### src/bmd_pkg.sv
package bmd_pkg;

    // field widths
    localparam int IDX_W    = 7;
    localparam int VAL_W    = 64;

    // digit-serial datapath: two bits per cycle
    localparam int DIG_W    = 2;
    localparam int PROD_W   = 72;                 // 64 x 7 product, padded to whole digits
    localparam int PROD_DIG = PROD_W / DIG_W;     // digits per multiply or divide pass
    localparam int CNT_W    = $clog2(PROD_DIG);

    // packed stream widths
    localparam int S_DATA_W = 16;

    // controller states, one-hot
    typedef enum logic [3:0] {
        ST_IDLE = 4'b0001,
        ST_MUL  = 4'b0010,
        ST_DIV  = 4'b0100,
        ST_FIN  = 4'b1000
    } state_t;

endpackage

### src/binomial_multiply_divide_unit.sv
// Channel  | Ports          | Beat contents (low bit first)
// ---------+----------------+----------------------------------------------
// input    | s_tvalid/ready | s_tdata: row_n[6:0], pick_m[13:7], zero pad
// result   | m_tvalid/ready | m_tdata: coefficient[63:0]; m_tuser: overflow
//
// One pair is worked at a time. Each step d = 2..min(m, n-m) runs a serial
// multiply pass and a serial exact-divide pass (2 bits per cycle through a
// 72-bit shift register). A saturating row stops at the step that overflows,
// so the longest items are rows n = 66 or 67 near the middle, with 32 steps;
// trivial pairs run no steps.
// aresetn is synchronous, active low, and clears the controller and valid.
// The result sits in an output register; a new pair is taken while it waits,
// and a finished result holds in its state until the register is free.
module binomial_multiply_divide_unit #(
    parameter int MAX_ROW = 128
) (
    input  logic                          aclk,
    input  logic                          aresetn,
    input  logic                          s_tvalid,
    output logic                          s_tready,
    input  logic [bmd_pkg::S_DATA_W-1:0]  s_tdata,   // row_n[6:0], pick_m[13:7]
    output logic                          m_tvalid,
    input  logic                          m_tready,
    output logic [bmd_pkg::VAL_W-1:0]     m_tdata,   // coefficient[63:0]
    output logic                          m_tuser    // overflow[0]
);

    localparam int IW = bmd_pkg::IDX_W;
    localparam int DW = bmd_pkg::DIG_W;
    localparam int PW = bmd_pkg::PROD_W;
    localparam int VW = bmd_pkg::VAL_W;
    localparam int CW = bmd_pkg::CNT_W;

    bmd_pkg::state_t state_reg, state_next;

    logic [IW-1:0] n_reg, n_next;
    logic [IW-1:0] lim_reg, lim_next;
    logic [IW-1:0] d_reg, d_next;
    logic [IW-1:0] acc_reg, acc_next;
    logic [IW-1:0] rem_reg, rem_next;
    logic [CW-1:0] cnt_reg, cnt_next;
    logic [VW-1:0] val_reg, val_next;
    logic [PW-1:0] prod_reg, prod_next;
    logic          ovf_reg, ovf_next;

    logic          out_valid_reg, out_valid_next;
    logic [VW-1:0] out_data_reg, out_data_next;
    logic          out_ovf_reg, out_ovf_next;

    // input unpacking and trivial-case decode
    logic [IW-1:0] in_n, in_m, in_diff, in_lim;
    logic          in_accept;

    assign in_n      = s_tdata[IW-1:0];
    assign in_m      = s_tdata[2*IW-1:IW];
    assign in_diff   = in_n - in_m;
    assign in_lim    = (in_m > in_diff) ? in_diff : in_m;
    assign s_tready  = (state_reg == bmd_pkg::ST_IDLE);
    assign in_accept = s_tvalid && s_tready;

    // multiply digit: acc + digit * f, f = n - d + 1
    logic [IW-1:0]    fac;
    logic [IW+DW-1:0] mul_sum;

    assign fac     = n_reg - d_reg + IW'(1);
    assign mul_sum = (IW+DW)'(acc_reg) + (IW+DW)'(val_reg[DW-1:0]) * (IW+DW)'(fac);

    // divide digit: DW restoring steps on the top product bits
    logic [IW-1:0] div_rem;
    logic [DW-1:0] div_q;

    always_comb begin
        logic [IW:0] r;
        div_rem = rem_reg;
        div_q   = '0;
        for (int i = 0; i < DW; i++) begin
            r = {div_rem, prod_reg[PW-1-i]};
            if (r >= {1'b0, d_reg}) begin
                div_rem         = IW'(r - {1'b0, d_reg});
                div_q[DW-1-i]   = 1'b1;
            end else begin
                div_rem         = r[IW-1:0];
            end
        end
    end

    logic          last_cnt;
    logic          out_free;
    logic [PW-1:0] quot;

    assign last_cnt = (cnt_reg == CW'(bmd_pkg::PROD_DIG - 1));
    assign out_free = !out_valid_reg || m_tready;
    assign quot     = {prod_reg[PW-DW-1:0], div_q};

    // controller and datapath next state
    always_comb begin
        state_next     = state_reg;
        n_next         = n_reg;
        lim_next       = lim_reg;
        d_next         = d_reg;
        acc_next       = acc_reg;
        rem_next       = rem_reg;
        cnt_next       = cnt_reg;
        val_next       = val_reg;
        prod_next      = prod_reg;
        ovf_next       = ovf_reg;
        out_valid_next = out_valid_reg;
        out_data_next  = out_data_reg;
        out_ovf_next   = out_ovf_reg;

        if (out_valid_reg && m_tready) begin
            out_valid_next = 1'b0;
        end

        case (state_reg)
            bmd_pkg::ST_IDLE: begin
                if (in_accept) begin
                    n_next   = in_n;
                    lim_next = in_lim;
                    d_next   = IW'(2);
                    acc_next = '0;
                    cnt_next = '0;
                    ovf_next = 1'b0;
                    if (in_m > in_n || {1'b0, in_n} >= (IW+1)'(MAX_ROW)) begin
                        val_next   = '0;
                        state_next = bmd_pkg::ST_FIN;
                    end else if (in_n == '0 || in_m == '0 || in_m == in_n) begin
                        val_next   = VW'(1);
                        state_next = bmd_pkg::ST_FIN;
                    end else begin
                        val_next   = VW'(in_n);
                        state_next = (in_lim < IW'(2)) ? bmd_pkg::ST_FIN : bmd_pkg::ST_MUL;
                    end
                end
            end

            bmd_pkg::ST_MUL: begin
                // product shifts in from the top, value drains from the bottom
                prod_next = {mul_sum[DW-1:0], prod_reg[PW-1:DW]};
                acc_next  = mul_sum[IW+DW-1:DW];
                val_next  = {{DW{1'b0}}, val_reg[VW-1:DW]};
                cnt_next  = cnt_reg + CW'(1);
                if (last_cnt) begin
                    cnt_next   = '0;
                    rem_next   = '0;
                    state_next = bmd_pkg::ST_DIV;
                end
            end

            bmd_pkg::ST_DIV: begin
                // product leaves at the top, quotient enters at the bottom
                prod_next = quot;
                rem_next  = div_rem;
                cnt_next  = cnt_reg + CW'(1);
                if (last_cnt) begin
                    cnt_next = '0;
                    acc_next = '0;
                    if (quot[PW-1:VW] != '0) begin
                        val_next   = '1;
                        ovf_next   = 1'b1;
                        state_next = bmd_pkg::ST_FIN;
                    end else begin
                        val_next = quot[VW-1:0];
                        if (d_reg == lim_reg) begin
                            state_next = bmd_pkg::ST_FIN;
                        end else begin
                            d_next     = d_reg + IW'(1);
                            state_next = bmd_pkg::ST_MUL;
                        end
                    end
                end
            end

            bmd_pkg::ST_FIN: begin
                if (out_free) begin
                    out_valid_next = 1'b1;
                    out_data_next  = val_reg;
                    out_ovf_next   = ovf_reg;
                    state_next     = bmd_pkg::ST_IDLE;
                end
            end

            default: begin
                state_next = bmd_pkg::ST_IDLE;
            end
        endcase
    end

    // control registers
    always_ff @(posedge aclk) begin
        if (!aresetn) begin
            state_reg     <= bmd_pkg::ST_IDLE;
            out_valid_reg <= 1'b0;
        end else begin
            state_reg     <= state_next;
            out_valid_reg <= out_valid_next;
        end
    end

    // datapath registers
    always_ff @(posedge aclk) begin
        n_reg        <= n_next;
        lim_reg      <= lim_next;
        d_reg        <= d_next;
        acc_reg      <= acc_next;
        rem_reg      <= rem_next;
        cnt_reg      <= cnt_next;
        val_reg      <= val_next;
        prod_reg     <= prod_next;
        ovf_reg      <= ovf_next;
        out_data_reg <= out_data_next;
        out_ovf_reg  <= out_ovf_next;
    end

    assign m_tvalid = out_valid_reg;
    assign m_tdata  = out_data_reg;
    assign m_tuser  = out_ovf_reg;

endmodule
### config.mk
export PLATFORM = sky130hd
export DESIGN_NAME = binomial_multiply_divide_unit
export DESIGN_NICKNAME = d
export VERILOG_FILES = /design/src/bmd_pkg.sv /design/src/binomial_multiply_divide_unit.sv
export SDC_FILE = /design/constraint.sdc
export NUM_CORES = 1
export LEC_CHECK = 0
export BUFFER_PORTS_ARGS = -buffer_cell sky130_fd_sc_hd__buf_2
export CORE_MARGIN = 2
export CORE_UTILIZATION = 65
export DETAILED_ROUTE_END_ITERATION = 7
export HOLD_SLACK_MARGIN = 0.03
export MAX_ROUTING_LAYER = met4
export PLACE_DENSITY_LB_ADDON = 0.1
export REMOVE_ABC_BUFFERS = 1
export SYNTH_ARGS = -nofsm -noshare
export SYNTH_HDL_FRONTEND = slang
export SYNTH_SLANG_ARGS = --single-unit
### constraint.sdc
create_clock -name aclk -period 13.3 [get_ports aclk]
set_input_delay 0.665 -clock aclk [delete_from_list [all_inputs] [get_ports aclk]]
set_output_delay 0.665 -clock aclk [all_outputs]
set_load 0.005 [all_outputs]
== After elaboration in Yosys (flattened, before gate mapping) ==
Cells that the tools add are included.
Widths: inputs -> output; s select.

* Register bits: 248
* Input bits: 20
* Output and inout port bits: 67
* Logic and storage cells: 104

* $add $sub $neg: 8
* Multiply operators: 1
* Order comparisons: 5
* Equal/unequal tests: 14
* Mux-type cells: 41
* Reductions and logical operators: 22

{| class="wikitable"
|+ Operators by type and width
! cell !! number
|-
| $mux 64 || 3
|-
| $pmux 64 s3 || 1
|-
| $pmux 72 s2 || 1
|-
| $mux 7 || 11
|-
| $mux 4 || 9
|-
| $pmux 7 s2 || 2
|-
| $sub 7x7->7 || 4
|-
| $pmux 7 s3 || 1
|-
| $ge 8x7->1 || 2
|-
| $pmux 4 s4 || 1
|-
| $add 7x1->7 const B || 2
|-
| $eq 7x7->1 || 2
|-
| $gt 7x7->1 || 2
|-
| $logic_not 7->1 || 2
|-
| $mux 6 || 2
|-
| $ne 2x2->1 const B || 6
|-
| $pmux 6 s2 || 1
|-
| $add 7x9->9 || 1
|-
| $mul 2x7->9 || 1
|-
| $mux 1 || 8
|-
| $reduce_and 2->1 || 4
|-
| $reduce_and 4->1 || 2
|-
| $reduce_bool 8->1 || 1
|-
| $lt 7x2->1 const B || 1
|-
| 16 further kinds || 21
|}

== Longest topological paths before layout ==
Gate-level depths: netlist (run 1).

* Depth after elaboration: 9
* Mapped depth: 17

== Worst setup path before layout (run 1) ==
No wires, ideal clock.

* Kind: register -> register
* Start: reg state_reg[2]
* End: reg acc_reg[0] (enable)
* Setup time: 0.530 ns
* Arrival: 4.525 ns
* Data required time: 12.770 ns
* Path slack: 8.244 ns
* Stages on the path, launching flop included: 6
* Buffers on the path: 1
* Clock period less this slack: 5.056 ns
* Cell sequence: dfxtp_1 > nor2b_1 > nand2_1 > clkinv_1 > clkbuf_1 > a22oi_1

* Cells in the longest elaborated chain, start to end: 4
* Elaborated cells on any way between the ends: 8
* Classes of those cells: 5 x eq/ne; 3 x reduce/logical

{| class="wikitable"
|+ RTL lines
! what !! RTL line !! text
|-
| from (decl) || binomial_multiply_divide_unit.sv:34 || <nowiki>bmd_pkg::state_t state_reg, state_next;</nowiki>
|-
| from (signal assigned) || binomial_multiply_divide_unit.sv:192 || <nowiki>state_reg <= bmd_pkg::ST_IDLE;</nowiki>
|-
| from (signal assigned) || binomial_multiply_divide_unit.sv:195 || <nowiki>state_reg <= state_next;</nowiki>
|-
| $eq 4x1->1 || binomial_multiply_divide_unit.sv:58, binomial_multiply_divide_unit.sv:115 ||
|-
| $logic_and 1x1->1 || binomial_multiply_divide_unit.sv:59 || <nowiki>assign in_accept = s_tvalid && s_tready;</nowiki>
|-
| $ne 2x1->1 (no line) || -- ||
|-
| $reduce_and 3->1 (no line) (*) || -- ||
|-
| to (signal assigned) || binomial_multiply_divide_unit.sv:205 || <nowiki>acc_reg <= acc_next;</nowiki>
|-
| to (decl) || binomial_multiply_divide_unit.sv:39 || <nowiki>logic [IW-1:0] acc_reg, acc_next;</nowiki>
|}

Every way passes the cells marked *; elsewhere a longest branch is shown, timed or not.
A chain may end at the register's enable or synchronous reset.

== Final worst setup path (run 1) ==
* Start: reg d_reg[0]
* End: reg val_reg[0] (data pin)

* Cells in the longest elaborated chain, start to end: 7
* Elaborated cells on any way between the ends: 8
* Classes of those cells: 1 x add/sub; 2 x order compare; 5 x mux

{| class="wikitable"
|+ RTL lines
! what !! RTL line !! text
|-
| from (decl) || binomial_multiply_divide_unit.sv:38 || <nowiki>logic [IW-1:0] d_reg, d_next;</nowiki>
|-
| from (signal assigned) || binomial_multiply_divide_unit.sv:204 || <nowiki>d_reg <= d_next;</nowiki>
|-
| $sub 7x7->7 / $ge 8x7->1 (equally long branches) || binomial_multiply_divide_unit.sv:79, binomial_multiply_divide_unit.sv:78 ||
|-
| $mux 7 || binomial_multiply_divide_unit.sv:78 || <nowiki>if (r >= {1'b0, d_reg}) begin</nowiki>
|-
| $ge 8x7->1 (*) || binomial_multiply_divide_unit.sv:78 ||
|-
| $mux 1 (*) || binomial_multiply_divide_unit.sv:78 ||
|-
| $mux 64 (*) || binomial_multiply_divide_unit.sv:158 || <nowiki>if (quot[PW-1:VW] != '0) begin</nowiki>
|-
| $mux 64 (*) || binomial_multiply_divide_unit.sv:155 || <nowiki>if (last_cnt) begin</nowiki>
|-
| $pmux 64 s3 (*) || binomial_multiply_divide_unit.sv:115 || <nowiki>case (state_reg)</nowiki>
|-
| via val_next[0] || binomial_multiply_divide_unit.sv:42 || <nowiki>logic [VW-1:0] val_reg, val_next;</nowiki>
|-
| to (signal assigned) || binomial_multiply_divide_unit.sv:208 || <nowiki>val_reg <= val_next;</nowiki>
|-
| to (decl) || binomial_multiply_divide_unit.sv:42 ||
|}

Mark *: on every way through the listed nets, which the timed path passes. The rest lies on a longest branch. The select of a mux whose other input is x is not followed.

==> results.yml, run 1 <==
setup_path:
  cp_data_required_time_ns: 13.57
  arrival_ns: 4.87
  path_max_fanout: 12
  crit_type: "flip-flop to flip-flop"
  cp-start-kind: "flip-flop"
  end_kind: "flip-flop"
detailed_routing:
  drcViolationCount: 8
  routed_wl_um: 23700
  first_iter_violations: 681
  drt-wirelength-per-cell_um: 16.6
  first_pass_iters: 8
  dr_total_vias: 8153
  ant_nets: 0
  vias_per_cell: 5.73
timing:
  fin_crit_ns: 4.61
  period_share_pct: 34.6
  setup_viol: 0
  fin_ws_ns: 8.69
  hold_ws_ns: 0.348
  fmax_mhz: 217
  worst_clock_skew_ns: 0.0123
  maxSlewViolCount: 0
  worst_pin_slew_ns: 1.16
  slew_headroom_pct: 21.9
  setup_tns_ns: 0
  rsz0062_at_grt: "false"
  hold_viol: 0
floorplanning:
  fp.dieW_um: 140
  core_region_area_um2: 18100
  initial_core_util_pct: 66.6
  num_rows: 49
  die_h_um: 140
  die_area_um2: 19600
  io_pins: 87
placement:
  dpl.hpwl_um: 15000
  gp_congestion: 0.854
  place_area_um2: 12600
  io_buffers: 84
  dp_slack_ns: 8.83
clock_network:
  tritoncts: "done"
  clkLatencyLatePin_ns: 0.54
  cts_made_buffers: 26
  cts_buffer_depth: 3
  cts_root_buf: "clkbuf_16"
  hold_buffers: 0
  post_cts_resized: 0
  cts_sinks: 248
  cts_setup_buffers: 0
  clk_pin_slew_ns: 0.06
  htreeDepth: 1
final_layout:
  area_growth_pct: 11.4
  largest_reg_flops: 72
  fin_nets: 1257
  antennaDiodeCount: 0
  final_area_um2: 13400
  drive_above_1_share_pct: 12.2
synthesis:
  synth_commonest_cells: "nand2_1 (356), edfxtp_1 (243), o21ai_0 (86)"
  synth_edf_count: 243
  synth.most_common_cell: "nand2_1"
  synth_async_sr_flop_share_pct: 0
  yosysWarningCount: 0
  synthCells: 1098
  synth.distinct_cells: 63
  yosys.area.top_type_share_pct: 60.6
  syn_avg_cell_area_um2: 11.0
  seq_area_frac_synth_pct: 61.4
  ys_ff_latch: 248
  synth_top_cell_by_area: "edfxtp_1"
  ys.flop_type: "edfxtp_1"
  synth_area_leaders: "edfxtp_1 (61%), nand2_1 (11%), ha_1 (5.1%)"
  synth_area_um2: 12000
grt:
  grt_pass1_wl_um: 38700
  grt_pass1_vias: 7760
  grt_max_degree: 97
  grt_antenna_before_repair: 0
  overflow: 0
  grt_use_total_pct: 25.3
power:
  seqPwrFrac_pct: 50.6
  power_frac_comb_pct: 13.0
  sw_frac_of_total_pct: 24.6
  p_int_mw: 1.38
  powerDensity_nw_per_um2: 136
  ir_worst_vdd_uv: 137
  pwr-share-clk_pct: 36.4
  leakage_nw: 5.56
  p_total_mw: 1.83
  power.switching_uw: 451
run_status:
  violations: "DRC"
  status: "finished, violations left"
hold_path:
  hold_class: "input pin to flip-flop"
run:
  cap_viol_max_count: 0
[cell families (layout without fill, tap and decap cells)]
kind of cell             Yosys count  count (layout)  synth area share, %
buffers and inverters            102             197                 3.46
adder cells (fa/ha/maj)           60              60                 6.92
flip-flops                       248             248                 61.4
AO/OA/AOI/OAI                    163             163                 8.38
multiplexers                      10              10                0.863
AND/OR/NAND/NOR                  481             481                 16.5
XOR/XNOR                          34              34                 2.47
[power by group through the flow]
stage | combinational [mW] | sequential, mW | clock, mW
floorplan | 0.176 | 0.938 | 0
global placement | 0.227 | 0.941 | 0
detailed placement | 0.234 | 0.942 | 0
CTS | 0.237 | 0.926 | 0.677
global route | 0.268 | 0.930 | 0.708
finish | 0.238 | 0.926 | 0.665
[layout by cell type, fill, tap and decap left out, types with 4 or more instances in the layout]
cell,n
nor2_1,58
clkinv_2,5
a211oi_1,6
nand3_1,12
nand2b_1,5
clkbuf_1,7
edfxtp_1,243
a21oi_1,24
buf_4,7
buf_2,84
inv_1,60
o21ai_1,4
a21boi_0,4
clkinv_1,4
nor2b_1,9
ha_1,49
o21ai_0,86
dfxtp_1,5
nand2_1,354
clkbuf_16,26
nor4_1,5
xor2_1,11
nor3_1,8
mux2i_1,7
xnor2_1,23
a21o_1,5
fa_1,11
a221o_1,6
[cell type report]
type,instances,area [um2]
fillers,1211,4670
inverters,62,234
clock inverters,11,104
clock buffers,33,677
multi-input cells,748,4240
flip-flops and latches,248,7400
repair buffers,91,473
well taps,229,287
[stage by stage]
stage | instances | utilization [%]
after floorplan | 1058 | -
after global placement | 1378 | 69.8
after detailed placement | 1378 | 69.8
after CTS | 1422 | 74.2
after global routing | 1422 | 74.2
final | 1422 | 74.2
[per-layer routing]
layer	GRT usage, %	routed length (um)	part of all wire [%]
met1	36.9	10900	46
met4	6.91	391	1.7
met3	3.69	1620	6.8
met5	-	0	0
met2	37.9	10800	46
[critical path, cell delays in order (launching register included)]
cell	delay, ns
edfxtp_1	0.61
ha_1	0.26
inv_1	0.06
fa_1	0.41
a211oi_1	0.24
o21ai_1	0.18
a31oi_4	0.38
mux2_2	0.42
ha_1	0.36
a211oi_1	0.31
o21ai_0	0.15
o211ai_1	0.15
o311ai_2	0.38
o21ai_1	0.28
o211ai_1	0.12
[worst paths after layout]
path | startpoint | endpoint | slack [ns] | depth (start not counted)
max | d_reg[0] | val_reg[0] | 8.69 | 14
max reg2reg | d_reg[0] | val_reg[0] | 8.69 | 14
min reg2reg | val_reg[32] | m_tdata[32] | 0.45 | 0
min | aresetn | state_reg[0] | 0.35 | 2
No activity file was read; power rests on OpenSTA's default activity.
==> run 2, diff against run 1 <==
ABC_AREA = 1   (was unset)
CORE_UTILIZATION = 60   (was 65)
clock period = 4.55 ns   (was 13.3 ns; I/O delays follow)
==> run 2 against run 1 <==
Net effect: the run now ends clean; design area is 0.87% lower; highest routed layer unchanged; worst hold slack got worse by 0.28 ns; clock skew increased by 0.0054 ns; via count is 2.1% lower; largest power group unchanged; setup slack worse by 8.3 ns.
==> results.yml, run 2 <==
floorplanning:
  initial_core_util_pct: 60.8
  fp.dieW_um: 144
  die_area_um2: 20700
  io_pins: 87
  core_region_area_um2: 19300
  num_rows: 51
  die_h_um: 144
grt:
  grt_pass1_vias: 7846
  overflow: 0
  grt_use_total_pct: 24.0
  grt_max_degree: 84
  grt_antenna_before_repair: 0
  grt_pass1_wl_um: 38200
power:
  power.switching_mw: 3.10
  powerDensity_nw_per_um2: 645
  seqPwrFrac_pct: 42.8
  p_int_mw: 5.48
  ir_worst_vdd_uv: 352
  pwr-share-clk_pct: 22.0
  leakage_nw: 5.78
  power_frac_comb_pct: 35.2
  sw_frac_of_total_pct: 36.1
setup_path:
  reg2reg_depth: 29
  cp-start-kind: "flip-flop"
  critPathMaxStageDelay_ns: 0.49
  critPathSlowestCell: "edfxtp_1"
  path_common_cell: "nand2_1"
  path_max_fanout: 13
  arrival_ns: 4.40
  crit_type: "flip-flop to flip-flop"
  cp_data_required_time_ns: 4.83
  end_kind: "flip-flop"
timing:
  rsz0062_at_grt: "false"
  worst_clock_skew_ns: 0.0177
  worst_pin_slew_ns: 1.09
  fin_crit_ns: 4.12
  fmax_mhz: 242
  setup_viol: 0
  period_share_pct: 90.7
  fin_ws_ns: 0.425
  slew_headroom_pct: 26.5
  hold_viol: 0
  maxSlewViolCount: 0
run:
  cap_viol_max_count: 0
detailed_routing:
  dr_total_vias: 7979
  first_iter_violations: 557
  first_pass_iters: 5
  drt-wirelength-per-cell_um: 15.7
  routed_wl_um: 23200
  ant_nets: 0
  drcViolationCount: 0
  vias_per_cell: 5.38
placement:
  io_buffers: 84
  dpl.hpwl_um: 15000
  gp_congestion: 0.922
  dp_slack_ns: 0.470
final_layout:
  largest_reg_flops: 72
  final_common_cell: "nand2_1"
  antennaDiodeCount: 0
  fin_nets: 1282
  final_cell_mix: "nand2_1 (373), edfxtp_1 (243), inv_1 (106)"
  area_growth_pct: 13.0
  fin_util_pct: 68.8
  fillers: 1446
  drive_above_1_share_pct: 12.8
synthesis:
  synth_edf_count: 243
  seq_area_frac_synth_pct: 62.9
  synth_top_cell_by_area: "edfxtp_1"
  synth_commonest_cells: "nand2_1 (373), edfxtp_1 (243), inv_1 (106)"
  yosysWarningCount: 0
  synth.most_common_cell: "nand2_1"
  ys_ff_latch: 248
  synth_area_um2: 11800
  synth_async_sr_flop_share_pct: 0
  yosys.area.top_type_share_pct: 62.0
  synthCells: 1105
  synth.distinct_cells: 37
  syn_avg_cell_area_um2: 10.6
  ys.flop_type: "edfxtp_1"
  synth_area_leaders: "edfxtp_1 (62%), nand2_1 (12%), ha_1 (5.2%)"
clock_network:
  cts_sinks: 248
  cts_made_buffers: 25
  clk_pin_slew_ns: 0.06
  cts_setup_buffers: 0
  cts_root_buf: "clkbuf_16"
  htreeDepth: 1
  tritoncts: "done"
  cts_buffer_depth: 3
  clkLatencyLatePin_ns: 0.53
hold_path:
  hold_class: "input pin to flip-flop"
  whs_path_depth: 3
run_status:
  status: "complete, no violations"
==> run 2: stage by stage <==
stage	hold WS [ns]	area, um2	power (mW)	instances	TNS [ns]
after floorplan	0.296	11600	5.93	1073	-114.49
after global placement	0.405	12500	6.63	1431	0
after detailed placement	0.416	12500	6.70	1431	0
after CTS	0.0598	13300	8.65	1483	0
after global routing	0.0882	13300	9.25	1483	0
final	0.0694	13300	8.58	1483	0
==> run 2: routing by layer <==
metal	vias to the layer above	part of all wire [%]	track usage, %
met2	231	46	37.0
met3	36	6.0	3.74
met1	3778	46	33.6
met4	0	2.0	7.12
li1	3934	-	-
met5	-	0	-
==> run 2: power by group through the flow <==
stage | Sequential, mW | Clock, mW | Combinational (mW)
after CTS | 3.67 | 1.93 | 3.05
after floorplan | 3.67 | 0 | 2.26
after detailed placement | 3.71 | 0 | 3.00
after global placement | 3.70 | 0 | 2.93
after global routing | 3.73 | 2.01 | 3.51
final | 3.67 | 1.89 | 3.02
==> run 2: critical path: cells and delay by family, from the launching register on <==
family                     cells  cell delay (ns)
AOI/OAI and AO/OA              6             0.80
adders and majority gates      3             0.94
DFF                            1             0.49
and+or+nand+nor               15             1.24
buffers and inverters          5             0.37
==> run 2: repair_timing <==
| item | CTS | global route |
|---|---|---|
| endpoints found under the hold margin | 12 | 0 |
| setup endpoints to repair | 0 | 0 |
| resized for setup | 0 | 0 |
| hold buffers | 9 | 0 |
==> run 2: worst paths after layout <==
path,end,slack (ns),start
max,rem_reg[4],0.43,d_reg[0]
max reg2reg,rem_reg[4],0.43,d_reg[0]
min,lim_reg[5],0.07,s_tdata[12]
min reg2reg,m_tuser,0.42,ovf_reg
==> run 2: area by class of cell <==
cell class / instances / area (um2) / share of cell area, %
clock buffers: 29 / 641 / 4.82
clock inverters: 14 / 103 / 0.772
inverters: 109 / 409 / 3.08
multi-input cells: 716 / 3810 / 28.7
flip-flops and latches: 248 / 7400 / 55.6
well taps: 265 / 332 / 2.49
repair buffers: 102 / 603 / 4.54
==> run 2: cell families after synthesis <==
kind of cell | share of synthesized area (%)
simple gates | 19.6
flops | 62.9
buf+inv | 4.88
compound gates | 3.85
fa+ha+maj | 7.08
xor+xnor | 1.71
==> run 3, diff against run 2 <==
PLACE_DENSITY = 0.79   (was unset)
PLACE_DENSITY_LB_ADDON = unset   (was 0.1)
==> run 3 against run 2 <==
Net effect: sequential share of layout area is 0.25 points lower; via count is 2.4% higher; sequential power hardly changed; global-route usage is 0.46 points lower; core utilization is 0.31 points higher; clock-buffer cell count is 4 lower; die area stayed put; routed wire length is 0.84% higher.
==> results.yml, run 3 (synthesis results as in run 2) <==
run_status:
  status: "complete, no violations"
clock_network:
  cts_sinks: 248
  post_cts_resized: 0
  cts_root_buf: "clkbuf_16"
  cts_made_buffers: 25
  clkLatencyLatePin_ns: 0.52
  htreeDepth: 1
  cts_buffer_depth: 3
  clk_pin_slew_ns: 0.06
  tritoncts: "done"
placement:
  io_buffers: 84
  gp_congestion: 0.919
  dpl.hpwl_um: 14800
  placed_cells: 1430
timing:
  fin_crit_ns: 4.06
  maxSlewViolCount: 0
  rsz0062_at_grt: "false"
  fmax_mhz: 246
  hold_ws_ns: 0.0784
  worst_pin_slew_ns: 0.990
  hold_viol: 0
  worst_clock_skew_ns: 0.0149
  slew_headroom_pct: 33.3
  setup_tns_ns: 0
  setup_viol: 0
  period_share_pct: 89.2
power:
  leakage_nw: 5.81
  seqPwrFrac_pct: 42.2
  ir_worst_vdd_uv: 451
  p_int_mw: 5.60
  powerDensity_nw_per_um2: 655
  sw_frac_of_total_pct: 36.0
  power.switching_mw: 3.14
  pwr-share-clk_pct: 23.4
  power_frac_comb_pct: 34.4
floorplanning:
  core_region_area_um2: 19300
  initial_core_util_pct: 60.8
  num_rows: 51
  die_area_um2: 20700
  die_h_um: 144
  io_pins: 87
  fp.dieW_um: 144
hold_path:
  hold_class: "input pin to flip-flop"
final_layout:
  final_cell_mix: "nand2_1 (373), edfxtp_1 (243), inv_1 (106)"
  area_growth_pct: 13.5
  final_common_cell: "nand2_1"
  fin_nets: 1281
  largest_reg_flops: 72
  antennaDiodeCount: 0
  drive_above_1_share_pct: 13.7
  instances_no_fill: 1485
  fin_util_pct: 69.1
detailed_routing:
  ant_nets: 0
  first_pass_iters: 5
  routed_wl_um: 23400
  dr_total_vias: 8169
  vias_per_cell: 5.50
  drt-wirelength-per-cell_um: 15.8
  drcViolationCount: 0
  first_iter_violations: 812
setup_path:
  path_delay_family: "simple AND/OR/NAND/NOR gates"
  crit_type: "flip-flop to flip-flop"
  critPathMaxStageDelay_ns: 0.47
  path_max_fanout: 13
  critPathSlowestCell: "edfxtp_1"
  cp_data_required_time_ns: 4.79
  path_common_cell: "nand2_1"
  end_kind: "flip-flop"
  cp-start-kind: "flip-flop"
  arrival_ns: 4.31
  cp_num_buf_inv: 5
grt:
  overflow: 0
  grt_max_degree: 85
  grt_pass1_wl_um: 37900
  grt_use_total_pct: 23.6
  grt_pass1_vias: 7806
  grt_antenna_before_repair: 0
run:
  cap_viol_max_count: 0
[run 3: changes by cell type in the layout (fill, tap and decap cells not counted), sizes merged]
cell      previous run  this run
clkinvlp             1         4
clkbuf              29        25
buf                 93        92
bufinv               1         3
clkinv              11        13
[run 3: worst reg2reg max path, delay by kind of cell (launching register included)]
kind	cells	cell delay, ns
buf+inv	5	0.37
simple gates	14	1.13
compound gates	7	0.87
flops	1	0.47
fa+ha+maj	3	0.95
[run 3: what timing repair did]
action	CTS	global route
hold buffers	9	0
buffers inserted	0	0
endpoints found under the hold margin	12	0
[run 3: area by class of cell]
| type | count | area (um2) |
|---|---|---|
| well taps | 265 | 332 |
| flip-flops and latches | 248 | 7400 |
| repair buffers | 101 | 583 |
| fillers | 1347 | 5980 |
| clock buffers | 25 | 626 |
| clock inverters | 21 | 198 |
| inverters | 109 | 409 |
| multi-input cells | 716 | 3810 |
[run 3: path summary, 6_finish.rpt]
check | slack (ns) | startpoint | cells past startpoint | to
worst min-delay path | 0.08 | s_tdata[12] | 3 | lim_reg[5]
worst min register to register | 0.43 | ovf_reg | 0 | m_tuser
worst max-delay path | 0.49 | d_reg[0] | 29 | rem_reg[6]
worst max register to register | 0.49 | d_reg[0] | 29 | rem_reg[6]
[run 3: layer usage]
layer  vias to the layer above  share of wire, %  global-route usage (%)
li1                       3930                 -                       -
met1                      3888                43                    31.7
met2                       295                47                    37.4
met3                        56               6.7                    4.30
met4                         0               2.6                    6.76
met5                         -                 0                       -
[run 3: metrics by stage]
stage	power, mW	setup WS (ns)	instance area, um2
floorplan	5.93	-1.61	11600
global placement	6.57	0.622	12400
detailed placement	6.70	0.503	12400
CTS	8.78	0.485	13400
global route	9.36	0.172	13400
finish	8.74	0.489	13400
[run 3: power groups by stage]
stage          sequential, mW  clock (mW)  combinational [mW]
3_5_place_dp             3.71           0                2.99
6_report                 3.69        2.05                3.01
5_1_grt                  3.75        2.16                3.46
2_1_floorplan            3.67           0                2.26
3_3_place_gp             3.70           0                2.87
4_1_cts                  3.68        2.07                3.03
